### src/design/sctd_pkg.sv
// Shared constants, types and the month table for the seconds-to-calendar converter.
// No dependencies; every other file in design/ imports this package.
package sctd_pkg;

  // Seconds per day is 2^7 * 675; the quotient comes from (ts >> 7) * DAY_RECIP >> DAY_SHIFT.
  localparam int unsigned DAY_SHIFT = 35;
  localparam logic [25:0] DAY_RECIP = 26'd50903317;
  localparam logic [16:0] SECS_PER_DAY = 17'd86400;

  // Year is (4 * day) * YEAR_RECIP >> YEAR_SHIFT, i.e. floor(4 * day / 1461).
  localparam int unsigned YEAR_SHIFT = 29;
  localparam logic [18:0] YEAR_RECIP = 19'd367469;
  localparam logic [18:0] DAYS_PER_4Y = 19'd1461;
  localparam logic [7:0] YEAR_LIMIT = 8'd100;
  localparam logic [6:0] YEAR_CLAMP = 7'd99;
  localparam logic [3:0] MONTH_CLAMP = 4'd12;
  localparam logic [4:0] MDAY_CLAMP = 5'd31;

  // Hour is (sod >> 4) * HOUR_RECIP >> HOUR_SHIFT, since 3600 = 2^4 * 225.
  localparam int unsigned HOUR_SHIFT = 21;
  localparam logic [13:0] HOUR_RECIP = 14'd9321;
  localparam logic [11:0] SECS_PER_HOUR = 12'd3600;

  // Minute is (rem >> 2) * MIN_RECIP >> MIN_SHIFT, since 60 = 2^2 * 15.
  localparam int unsigned MIN_SHIFT = 14;
  localparam logic [10:0] MIN_RECIP = 11'd1093;
  localparam logic [11:0] SECS_PER_MIN = 12'd60;

  localparam int unsigned NUM_STAGES = 6;
  localparam int unsigned MONTH_STEPS = 11;

  typedef logic [31:0] ts_t;
  typedef logic [15:0] day_t;
  typedef logic [16:0] sod_t;
  typedef logic [8:0] doy_t;

  // Last day of the year (1-based) that falls in month idx (0 is January).
  function automatic doy_t month_end(input logic leap, input logic [3:0] idx);
    doy_t base;
    case (idx)
      4'd0:    base = 9'd31;
      4'd1:    base = 9'd59;
      4'd2:    base = 9'd90;
      4'd3:    base = 9'd120;
      4'd4:    base = 9'd151;
      4'd5:    base = 9'd181;
      4'd6:    base = 9'd212;
      4'd7:    base = 9'd243;
      4'd8:    base = 9'd273;
      4'd9:    base = 9'd304;
      4'd10:   base = 9'd334;
      default: base = 9'd365;
    endcase
    if (leap && idx != 4'd0) begin
      base = base + 9'd1;
    end
    return base;
  endfunction

endpackage

### src/design/sctd_day_split.sv
// Stages 1 and 2: split the timestamp into day number and seconds since midnight.
// Depends on sctd_pkg.
module sctd_day_split
  import sctd_pkg::*;
(
  input  logic clk,
  input  logic adv,
  input  ts_t  ts,
  output day_t day,
  output sod_t sod
);

  logic [50:0] prod_r;
  ts_t         ts_r;
  day_t        day_r;
  sod_t        sod_r;

  logic [32:0] day_secs;
  day_t        day_nxt;
  sod_t        sod_nxt;

  assign day_nxt  = prod_r[DAY_SHIFT +: 16];
  assign day_secs = {17'd0, day_nxt} * {16'd0, SECS_PER_DAY};
  assign sod_nxt  = sod_t'(ts_r - day_secs[31:0]);

  always_ff @(posedge clk) begin
    if (adv) begin
      prod_r <= {26'd0, ts[31:7]} * {25'd0, DAY_RECIP};
      ts_r   <= ts;
      day_r  <= day_nxt;
      sod_r  <= sod_nxt;
    end
  end

  assign day = day_r;
  assign sod = sod_r;

endmodule

### src/design/sctd_time.sv
// Stages 3 to 6: hour, minute and second from the seconds since midnight.
// Depends on sctd_pkg.
module sctd_time
  import sctd_pkg::*;
(
  input  logic       clk,
  input  logic       adv,
  input  sod_t       sod,
  output logic [4:0] hour,
  output logic [5:0] minute,
  output logic [5:0] second
);

  logic [26:0] hprod_r;
  sod_t        sod3_r;
  logic [4:0]  hour4_r;
  logic [11:0] rem4_r;
  logic [20:0] mprod_r;
  logic [4:0]  hour5_r;
  logic [11:0] rem5_r;
  logic [4:0]  hour6_r;
  logic [5:0]  min6_r;
  logic [5:0]  sec6_r;

  logic [4:0]  hour4_nxt;
  logic [16:0] hour_secs;
  logic [11:0] rem4_nxt;
  logic [5:0]  min6_nxt;
  logic [11:0] min_secs;

  // Drop the four low bits: 3600 carries a factor of 16.
  function automatic logic [12:0] sod3_nxt_shift(input sod_t s);
    return s[16:4];
  endfunction

  assign hour4_nxt = hprod_r[HOUR_SHIFT +: 5];
  assign hour_secs = {12'd0, hour4_nxt} * {5'd0, SECS_PER_HOUR};
  assign rem4_nxt  = 12'(sod3_r - hour_secs);
  assign min6_nxt  = mprod_r[MIN_SHIFT +: 6];
  assign min_secs  = {6'd0, min6_nxt} * SECS_PER_MIN;

  always_ff @(posedge clk) begin
    if (adv) begin
      hprod_r <= {14'd0, sod3_nxt_shift(sod)} * {13'd0, HOUR_RECIP};
      sod3_r  <= sod;
      hour4_r <= hour4_nxt;
      rem4_r  <= rem4_nxt;
      mprod_r <= {11'd0, rem4_r[11:2]} * {10'd0, MIN_RECIP};
      hour5_r <= hour4_r;
      rem5_r  <= rem4_r;
      hour6_r <= hour5_r;
      min6_r  <= min6_nxt;
      sec6_r  <= 6'(rem5_r - min_secs);
    end
  end

  assign hour   = hour6_r;
  assign minute = min6_r;
  assign second = sec6_r;

endmodule

### src/design/sctd_date.sv
// Stages 3 to 6: year, month and day of month from the day number, with saturation.
// Depends on sctd_pkg (reciprocal constants and the month_end table).
module sctd_date
  import sctd_pkg::*;
(
  input  logic       clk,
  input  logic       adv,
  input  day_t       day,
  output logic [6:0] year,
  output logic [3:0] month,
  output logic [4:0] mday,
  output logic       sat
);

  logic [36:0] yprod_r;
  day_t        day3_r;
  logic [7:0]  year4_r;
  doy_t        doy4_r;
  logic        leap4_r;
  logic        sat4_r;
  logic [6:0]  year5_r;
  logic [3:0]  month5_r;
  logic [4:0]  mday5_r;
  logic        sat5_r;
  logic [6:0]  year6_r;
  logic [3:0]  month6_r;
  logic [4:0]  mday6_r;
  logic        sat6_r;

  logic [7:0]  year4_nxt;
  logic [18:0] ystart_x4;
  logic [16:0] ystart;
  logic [16:0] doy_full;
  logic [MONTH_STEPS-1:0] past_end;
  doy_t        mstart;
  logic [3:0]  mcount;
  doy_t        mday_full;

  assign year4_nxt = yprod_r[YEAR_SHIFT +: 8];
  assign ystart_x4 = {11'd0, year4_nxt} * DAYS_PER_4Y + 19'd3;
  assign ystart    = ystart_x4[18:2];
  assign doy_full  = {1'b0, day3_r} + 17'd1 - ystart;

  // Month walk as parallel compares against the cumulative month ends.
  always_comb begin
    mstart = '0;
    mcount = '0;
    for (int i = 0; i < MONTH_STEPS; i++) begin
      past_end[i] = doy4_r > month_end(leap4_r, 4'(i));
      if (past_end[i]) begin
        mstart = month_end(leap4_r, 4'(i));
      end
      mcount = mcount + {3'd0, past_end[i]};
    end
  end

  assign mday_full = doy4_r - mstart;

  always_ff @(posedge clk) begin
    if (adv) begin
      yprod_r  <= {19'd0, day, 2'b00} * {18'd0, YEAR_RECIP};
      day3_r   <= day;
      year4_r  <= year4_nxt;
      doy4_r   <= doy_full[8:0];
      leap4_r  <= year4_nxt[1:0] == 2'b00;
      sat4_r   <= year4_nxt >= YEAR_LIMIT;
      year5_r  <= year4_r[6:0];
      month5_r <= mcount + 4'd1;
      mday5_r  <= mday_full[4:0];
      sat5_r   <= sat4_r;
      // Clamp the date once the century runs out.
      year6_r  <= sat5_r ? YEAR_CLAMP : year5_r;
      month6_r <= sat5_r ? MONTH_CLAMP : month5_r;
      mday6_r  <= sat5_r ? MDAY_CLAMP : mday5_r;
      sat6_r   <= sat5_r;
    end
  end

  assign year  = year6_r;
  assign month = month6_r;
  assign mday  = mday6_r;
  assign sat   = sat6_r;

endmodule

### src/design/seconds_to_calendar_date_time.sv
// Top level of the seconds-to-calendar converter: valid bits, stall and the two datapaths.
// Depends on sctd_pkg, sctd_day_split, sctd_time and sctd_date.
//
//   channel | direction | handshake            | payload
//   in      | input     | in_valid / in_stall  | in_timestamp_seconds
//   out     | output    | out_valid / out_stall| date and time fields, date_saturated
//
// Six register stages; one beat enters per cycle while the output is not stalled.
// The depth is set by the chain of reciprocal multiplies: day, then hour, then minute.
// A stalled result holds the whole pipeline, and in_stall follows at once.
// Bubbles do not hold anything back: only a valid beat at the output can stall.
// rst_n clears the valid bits only; the datapath registers carry no reset.
module seconds_to_calendar_date_time
  import sctd_pkg::*;
(
  input  logic       clk,
  input  logic       rst_n,
  input  logic       in_valid,
  output logic       in_stall,
  input  ts_t        in_timestamp_seconds,
  output logic       out_valid,
  input  logic       out_stall,
  output logic [6:0] out_year_of_century,
  output logic [3:0] out_month_number,
  output logic [4:0] out_day_of_month,
  output logic [4:0] out_hour_of_day,
  output logic [5:0] out_minute_of_hour,
  output logic [5:0] out_second_of_minute,
  output logic       out_date_saturated
);

  logic [NUM_STAGES-1:0] valid_r;
  logic [NUM_STAGES-1:0] valid_nxt;
  logic                  adv;
  day_t                  day;
  sod_t                  sod;

  // Advance unless a finished beat is held at the output.
  assign adv       = !(valid_r[NUM_STAGES-1] && out_stall);
  assign in_stall  = !adv;
  assign valid_nxt = {valid_r[NUM_STAGES-2:0], in_valid};

  always_ff @(posedge clk) begin
    if (!rst_n) begin
      valid_r <= '0;
    end else if (adv) begin
      valid_r <= valid_nxt;
    end
  end

  sctd_day_split u_split (
    .clk (clk),
    .adv (adv),
    .ts  (in_timestamp_seconds),
    .day (day),
    .sod (sod)
  );

  sctd_time u_time (
    .clk    (clk),
    .adv    (adv),
    .sod    (sod),
    .hour   (out_hour_of_day),
    .minute (out_minute_of_hour),
    .second (out_second_of_minute)
  );

  sctd_date u_date (
    .clk   (clk),
    .adv   (adv),
    .day   (day),
    .year  (out_year_of_century),
    .month (out_month_number),
    .mday  (out_day_of_month),
    .sat   (out_date_saturated)
  );

  assign out_valid = valid_r[NUM_STAGES-1];

  a_clamped_date: assert property (@(posedge clk) disable iff (!rst_n)
    out_valid && out_date_saturated |->
      out_year_of_century == YEAR_CLAMP && out_month_number == MONTH_CLAMP &&
      out_day_of_month == MDAY_CLAMP)
    else $error("saturated beat carries an unclamped date");

  a_time_range: assert property (@(posedge clk) disable iff (!rst_n)
    out_valid |->
      out_hour_of_day <= 5'd23 && out_minute_of_hour <= 6'd59 &&
      out_second_of_minute <= 6'd59)
    else $error("time of day out of range");

  a_date_range: assert property (@(posedge clk) disable iff (!rst_n)
    out_valid && !out_date_saturated |->
      out_year_of_century < 7'd100 && out_month_number >= 4'd1 &&
      out_month_number <= 4'd12 && out_day_of_month >= 5'd1)
    else $error("date out of range");

  a_stall_holds_beat: assert property (@(posedge clk) disable iff (!rst_n)
    valid_r[0] && in_stall |=> valid_r[0])
    else $error("stalled pipeline lost a beat");

endmodule
### config.mk
export PLATFORM = sky130hd
export DESIGN_NAME = seconds_to_calendar_date_time
export DESIGN_NICKNAME = d
export VERILOG_FILES = /design/src/design/sctd_pkg.sv /design/src/design/sctd_day_split.sv /design/src/design/sctd_time.sv /design/src/design/sctd_date.sv /design/src/design/seconds_to_calendar_date_time.sv
export SDC_FILE = /design/constraint.sdc
export NUM_CORES = 2
export LEC_CHECK = 0
export ABC_AREA = 1
export CAP_MARGIN = 5
export CORE_MARGIN = 2
export CORE_UTILIZATION = 38
export DETAILED_ROUTE_END_ITERATION = 7
export DONT_BUFFER_PORTS = 1
export HOLD_SLACK_MARGIN = 0.1
export PLACE_DENSITY = 0.51
export SKIP_CTS_REPAIR_TIMING = 1
export SYNTH_ARGS = -nofsm -noshare
export SYNTH_HDL_FRONTEND = slang
export SYNTH_SLANG_ARGS = --single-unit
### constraint.sdc
create_clock -name clk -period 12.5 [get_ports clk]
set_input_delay 1.25 -clock clk [delete_from_list [all_inputs] [get_ports clk]]
set_output_delay 1.25 -clock clk [all_outputs]
set_load 0.01 [all_outputs]
==> run summary <==
Max transition margin: 0.382
DR iter-0 viols: 819
Die width: 282 um
Vias per Instance: 4.77
Post-synthesis compound-gate area fraction: 0.0558
Pin count of the biggest net entering global routing: 72
Die area: 79400 um^2
Max_cap viols: 0
TritonRoute pass-1 iters: 5
FP Rows: 101
Antenna Cells: 0
Total congestion overflow: 0
Fmax: 162 MHz
Max Root-Sink Buffers: 3
CP arrival: 6.48 ns
Simple-Gate Fraction of Synth Area: 0.0841
CP Class: in2reg
Async SR Flop Fraction: 0
CTS tree: built
Final ANT Viol Nets: 0
Worst setup EP type: flop
Initial antenna violation count: 0
Final number of hold-violating endpoints: 0
Final wirelength: 67.5 mm
Worst slew pin tran: 0.926 ns
Worst R2R Path Depth: 20
Hpwl dp: 58.9 mm
Outcome: completed
Worst hold stages: 0
Global-route wire length before repair: 110 mm
I/O Buffers: 0
Worst reg2reg path endpoint: u_date.yprod_r[36]
Hold_sp: u_time.sod3_r[0]
Syn Nets: 4004
Clock root cell: clkbuf_16
Yosys reg bits: 209
Setup crit start kind: input port
Gpl congestion: 0.927
Overall Global Routing Usage: 0.176
Worst r2r src: u_split.day[6]
Final min period: 6.19 ns
Vias in the first global route: 21100
Worst-path fanout max: 8
# fillers: 7515
WHS Endpoint: u_time.rem4_r[0]
Layout cells sized above 1: 0.0236
Worst skew pair latency: 0.55 ns
Hold Slack: 0.415 ns
H-tree depth: 1
Core area: 76200 um^2
WL/cell: 16.7 um
Adder-Cell Fraction of Synth Area: 0.516
Starting Density: 0.385
Period Utilization, post-route: 0.495
Final TNS setup: 0 ns
Die Ht: 282 um
Mapped Cells: 2970
Nets: 4029
Post-synthesis mux area share: 0
Via count: 19300
R2R Setup Slk: 6.96 ns
CTS Buf Count: 25
Post-synth EDFFs: 203
Clock Skews: 0.0165 ns
Final slew viol count: 0
Seq/Total Area, Yosys: 0.212
RSZ-0062 raised after global routing: false
Io pins: 72
Largest family of logic cells by synthesized area: adder cells
Cell area after synthesis: 29300 um^2
Syn_area_per_cell: 9.87 um^2
Clk slew on worst S/H paths: 0.06 ns
HP Class: reg2reg
Final setup viols: 0
Area growth from synthesis to final layout: 7.20%
# DRC: 0
Xor and xnor area share after synthesis: 0.0311
Unique cell type count in the Yosys netlist: 44
Synth Flop Type: edfxtp_1
Synth Warn #: 0
CP required: 12.79 ns
CTS Sinks: 209
cells in the final DEF, fill, tap and decap left out, types with 4 or more instances in the layout:
| cell type | instances |
|---|---|
| a31oi_1 | 10 |
| nor3_1 | 21 |
| xor2_1 | 65 |
| inv_1 | 780 |
| o21a_1 | 8 |
| edfxtp_1 | 203 |
| o211ai_1 | 6 |
| nand2_1 | 289 |
| dfxtp_1 | 6 |
| nand3_1 | 55 |
| a21oi_1 | 142 |
| a211oi_1 | 5 |
| o21bai_1 | 13 |
| clkinv_1 | 4 |
| a21o_1 | 14 |
| nor4_1 | 8 |
| or2_2 | 14 |
| fa_1 | 352 |
| clkbuf_16 | 25 |
| clkinvlp_4 | 4 |
| clkinv_2 | 5 |
| nand4_1 | 19 |
| nor2_1 | 157 |
| o21ai_0 | 82 |
| ha_1 | 646 |
| xnor2_1 | 39 |
Yosys cell counts, drive strengths merged (10+ instances only):
cell type	instances	share of area
nor3	23	0.0043
a21oi	142	0.024
nand2	293	0.038
or2	15	0.0032
o21ai	82	0.014
a21o	14	0.0036
ha	646	0.28
nor2	161	0.021
a31oi	10	0.0021
edfxtp	203	0.21
inv	780	0.10
nand4	19	0.0041
o21bai	13	0.0033
nand3	56	0.0097
xor2	65	0.019
fa	352	0.24
xnor2	39	0.012
sequential cells by signal, indices dropped and copies added, names as in the netlist, 5 cells and up:
name and flops:
u_date.day3_r 9, u_date.doy4_r 9, u_date.mday 5, u_date.mday5_r 5
u_date.year 7, u_date.year4_r 7, u_date.year5_r 7, u_date.yprod_r 8
u_split.day 16, u_split.prod_r 16, u_split.sod 17, u_split.ts_r 17
u_time.hour 5, u_time.hour4_r 5, u_time.hour5_r 5, u_time.hprod_r 5
u_time.minute 6, u_time.mprod_r 6, u_time.rem4_r 12, u_time.rem5_r 6
u_time.second 6, u_time.sod3_r 12, valid_r 6
logic make-up (layout without fill, tap and decap cells):
logic type	Yosys count	after routing
simple gates	583	583
flops	209	209
fa+ha+maj	998	998
xor+xnor	104	104
buf+inv	784	828
compound gates	292	292
cell type report:
cell class	instances	area (um^2)	area share
multi-input cells	1977	20100	0.641
flip-flops and latches	209	6220	0.198
repair buffers	2	15.0	0.000478
well taps	1030	1290	0.0410
clock buffers	25	626	0.0199
clock inverters	21	196	0.00625
inverters	780	2930	0.0932
critical path, cell delays in order:
cell and delay (ns):
fa_1 0.53, inv_1 0.05, fa_1 0.48, inv_1 0.04
ha_1 0.29, fa_1 0.48, fa_1 0.54, fa_1 0.56
inv_1 0.06, fa_1 0.57, inv_1 0.05, ha_1 0.32
a21oi_1 0.19, nor2_1 0.06, nor2_1 0.14, nor2_1 0.06
nor2_1 0.09, nor2_1 0.04, nor2_1 0.16, nand3_2 0.20
nand2_1 0.11, nand2_1 0.06, xor2_1 0.14
per-stage QoR:
stage               instance area [um^2]  worst slack [ns]  cells  utilization
global route                       31400              6.08   4044        0.412
floorplan                          29300              4.66   2970            -
global placement                   30600              5.79   3998        0.401
finish                             31400              6.31   4044        0.412
CTS                                31400              6.34   4044        0.412
detailed placement                 30600              5.77   3998        0.401
metal layers:
| layer | part of all wire | vias to the layer above | GRT usage |
|---|---|---|---|
| met4 | 0.024 | 0 | 0.0430 |
| met5 | 0 | - | 0 |
| li1 | - | 9534 | - |
| met2 | 0.52 | 279 | 0.331 |
| met3 | 0.031 | 88 | 0.0193 |
| met1 | 0.43 | 9408 | 0.214 |
worst max-delay path by stage:
stage,start,to,slack [ns],cells after the start
2_1_floorplan,out_stall,in_stall,4.66,2
3_3_place_gp,in_timestamp_seconds[29],u_split.prod_r[48],5.79,19
3_5_place_dp,in_timestamp_seconds[20],u_split.prod_r[49],5.77,23
4_1_cts,in_timestamp_seconds[20],u_split.prod_r[49],6.34,23
5_1_grt,in_timestamp_seconds[20],u_split.prod_r[44],6.08,22
6_report,in_timestamp_seconds[20],u_split.prod_r[45],6.31,23
Power is not shown: default switching activity piles up to over one toggle a cycle in this logic, so the estimate is an artifact.
